[config.mk]
export PLATFORM = sky130hd
export DESIGN_NAME = ile_cell
export DESIGN_NICKNAME = d
export VERILOG_FILES = /design/src/rtl/ile_pkg.sv /design/src/rtl/ile_cell.sv
export SDC_FILE = /design/constraint.sdc
export NUM_CORES = 1
export LEC_CHECK = 0
export ABC_AREA = 0
export BUFFER_PORTS_ARGS = -buffer_cell sky130_fd_sc_hd__buf_2
export CORE_MARGIN = 1
export CORE_UTILIZATION = 44
export CTS_CLUSTER_DIAMETER = 200
export DETAILED_ROUTE_END_ITERATION = 10
export GPL_ROUTABILITY_DRIVEN = 1
export PLACE_DENSITY = 0.86
export SLEW_MARGIN = 10
export SYNTH_ARGS = -nofsm -noshare
export SYNTH_HDL_FRONTEND = slang
export SYNTH_SLANG_ARGS = --single-unit
[constraint.sdc]
create_clock -name clk -period 2.85 [get_ports clk]
set_input_delay 0.1425 -clock clk [delete_from_list [all_inputs] [get_ports clk]]
set_output_delay 0.1425 -clock clk [all_outputs]
set_load 0.05 [all_outputs]
[src/rtl/ile_pkg.sv]
package ile_pkg;

	// action codes
	localparam logic [1:0] ACT_APPEND = 2'd0;
	localparam logic [1:0] ACT_INSERT = 2'd1;
	localparam logic [1:0] ACT_REMOVE = 2'd2;
	localparam logic [1:0] ACT_SEARCH = 2'd3;

	// status codes
	localparam logic [1:0] ST_OK    = 2'd0;
	localparam logic [1:0] ST_FULL  = 2'd1;
	localparam logic [1:0] ST_RANGE = 2'd2;
	localparam logic [1:0] ST_MISS  = 2'd3;

	// request word
	typedef struct packed {
		logic [1:0]         action;
		logic [6:0]         position;
		logic signed [31:0] value;
	} req_t;

	// response word
	typedef struct packed {
		logic [1:0] status;
		logic [7:0] count;
		logic [6:0] found_index;
	} rsp_t;

	// per-cycle command broadcast along the cell row
	typedef struct packed {
		logic ins;   // open a slot at target, shift upper entries up
		logic rem;   // drop entry at target, shift upper entries down
		logic srch;  // latch compare result in every cell
	} ctl_t;

endpackage

[src/rtl/ile_cell.sv]
module ile_cell #(
	parameter int IDX = 0,
	parameter int PW  = 8
) (
	input  logic               clk,
	input  logic               arst_n,
	input  ile_pkg::ctl_t      ctl,
	input  logic [PW-1:0]      target,
	input  logic [PW-1:0]      count,
	input  logic signed [31:0] value,
	input  logic signed [31:0] left,
	input  logic signed [31:0] right,
	output logic signed [31:0] data,
	output logic               hit
);

	localparam logic [PW-1:0] MY_IDX = PW'(IDX);

	logic signed [31:0] data_q;
	logic               hit_q;

	// entry storage: load, take from lower neighbour or from upper neighbour
	always_ff @(posedge clk) begin
		if (ctl.ins) begin
			if (MY_IDX == target) begin
				data_q <= value;
			end else if (MY_IDX > target) begin
				data_q <= left;
			end
		end else if (ctl.rem && (MY_IDX >= target)) begin
			data_q <= right;
		end
	end

	// search match, only for occupied slots
	always_ff @(posedge clk or negedge arst_n) begin
		if (!arst_n) begin
			hit_q <= 1'b0;
		end else if (ctl.srch) begin
			hit_q <= (MY_IDX < count) && (data_q == value);
		end
	end

	assign data = data_q;
	assign hit  = hit_q;

endmodule

==> flow_summary.ini <==
[status]
outcome = finished clean

[die]
io_pins = 150
die_h_um = 70.2
start_util_pct = 46.4
row_count = 24
die_area_um2 = 4930
fp.coreArea_um2 = 4410
die_width_um = 70.2

[clock_tree]
tritoncts = done
clk_latency_ps = 270
clockRootBuffer = clkbuf_8
cts_made_buffers = 5
clkTransAtPathRegs_ps = 70
htree_levels = 2
clock_path_buffers = 2
cts_resized = 0
clock-sinks = 33

[drt]
routed_wl_um = 5260
via_per_inst = 5.06
vias = 1993
drc = 0
first_pass_iters = 4
wire_per_inst_um = 13.3
ant_nets = 0
drtIter0Drc = 64

[critical_path]
cp.required_ps = 3030
path_class = register to register
rrSetupSlack_ps = 1230
cp-start-kind = register
startpoint = data[4]
slowest_stage = nor4_1
worst-r2r-cell-count = 4
crit_path_max_incr_delay_ps = 480
r2r-start = data[4]
crit_chain = xor2_1 > nor4_1 > nand4_1 > o31ai_1
cp_max_fo = 2
arrival_ps = 1800
setup.worst_path.end = hit
r2r-end = hit
critPathCaptureType = register

[synthesis]
synthMostInstantiatedCell = nor2_1
synth_top_area_share_pct = 46.9
synth.ff_latch_count = 33
dominantRegCellSynth = edfxtp_1
synth_area_leaders = edfxtp_1 47%, mux2i_1 16%, xor2_1 13%
synthCells = 192
postSynthNetCount = 309
synthesis.area_um2 = 2050
syn_area_per_cell_um2 = 10.7
synth_edf_count = 32
yosysTopAreaCell = edfxtp_1
synth_common_cells = 34 x nor2_1, 32 x a21oi_1, 32 x edfxtp_1, 32 x mux2i_1, 31 x xor2_1
seq_area_frac_synth_pct = 48.2
synthArstFlopShare_pct = 3.03
ys_warn_count = 0
synth.distinct_cells = 16

[sta]
worstMarginPinSlew_ps = 606
slew_headroom_pct = 59.6
setup-tns-final_ps = 0
setup_ws_ps = 1230
rsz0062_at_grt = no
fmax_mhz = 615
finalCriticalPeriod_ps = 1620
drv_slew = 0
period_share_pct = 57.0
hold_violations = 0
setup_viol = 0
worst_clock_skew_ps = 2.98

[global_routing]
grt_max_degree = 65
grt_pass1_wl_um = 8330
track_usage_pct = 21.6
met1_usage_pct = 24.5
grt_use_met3_pct = 5.05
grt_pass1_vias = 1880
grt_util_met2_pct = 40.3
antenna_found_initial = 0
top_usage_layer = met2
grt-ovfl-total = 0

[finish]
fillers = 373
drive_above_1_share_pct = 46.5
area_growth_pct = 43.1
utilization_pct = 66.4
antennaDiodeCount = 0
num-nets-final = 459

[placed_design]
gp_congestion = 0.768
io_buffer_count = 149
hpwlAfterDp_um = 4090
place_ws_ps = 1170

[power]
leakagePower_nw = 1.55
irDropWorstVdd_uv = 251
cellPowerDensity_nw_per_um2 = 355

[run]
maxCapViolCount = 0

[min_path]
timing.hold.worst.class = input pin to register
## worst max-delay path, delay by kind of cell, from the launching register on
kind | cells | cell delay [ps]
flops | 1 | 420
simple gates | 2 | 670
compound gates | 1 | 280
xor+xnor | 1 | 160
## sequential cells by signal (all words and copies together) (netlist names)
signal,count
data,32
hit,1
## kinds of logic (layout without fill, tap and decap cells)
group	after synthesis	after routing	share of synthesized area [%]
flops	33	33	48.2
xor+xnor	32	32	13.7
simple gates	52	52	11.4
mux	32	32	15.6
compound gates	33	33	8.19
buf+inv	10	160	2.93
## repair_timing
| item | 4_1_cts | 5_1_grt |
|---|---|---|
| setup buffers | 0 | 0 |
| hold endpoints to repair | 1 | 0 |
| hold buffers | 1 | 0 |
## how the worst min path moves through the flow
stage | slack (ps) | endpoint | depth (start not counted) | from
after global placement | -80 | hit | 1 | arst_n
after detailed placement | -70 | hit | 1 | arst_n
after CTS | 150 | hit | 3 | ctl[0]
final | 150 | hit | 3 | ctl[0]
after floorplan | -150 | hit | 0 | arst_n
after global routing | 160 | hit | 3 | ctl[0]
## power by group
group | internal, W | switching, W | leakage, nW | total [W]
clock | 0.000165 | 0.000159 | 0.0387 | 0.000323
combinational | 0.0000962 | 0.0000826 | 1.20 | 0.000179
sequential | 0.000537 | 0.000000899 | 0.312 | 0.000538
total | 0.000798 | 0.000242 | 1.55 | 0.00104
## final cells by class
class	count	area, um2	share of cell area [%]
Multi-Input combinational cell	149	1010	34.5
Sequential cell	33	986	33.7
Timing Repair Buffer	153	791	27.0
Clock buffer	6	72.6	2.48
Tap cell	52	65.1	2.22
Clock inverter	1	3.75	0.128
## stage by stage
stage          hold slack (ps)  total power, W  cell area [um2]  cells
5_1_grt                    160         0.00109             2930    394
4_1_cts                    150         0.00105             2930    394
2_1_floorplan             -153        0.000625             2050    192
3_3_place_gp             -75.8        0.000723             2840    386
6_report                   152         0.00104             2930    394
3_5_place_dp             -69.8        0.000727             2840    386
## placed cells by master (no fill, tap or decap), drive strengths merged, types with 2 or more instances in the layout
master	synthesis	routed
a21oi	32	32
buf	3	152
clkbuf	7	6
edfxtp	32	32
mux2i	32	32
nand2	2	2
nand4	2	2
nor2	34	34
nor4	11	11
xor2	31	31
## per-layer routing
metal  part of all wire (%)  up-vias
met4                   0.46        0
met5                      0        -
met3                    6.4        4
met2                     53       84
met1                     40      909
li1                       -      996
No activity file was read; power rests on OpenSTA's default activity.
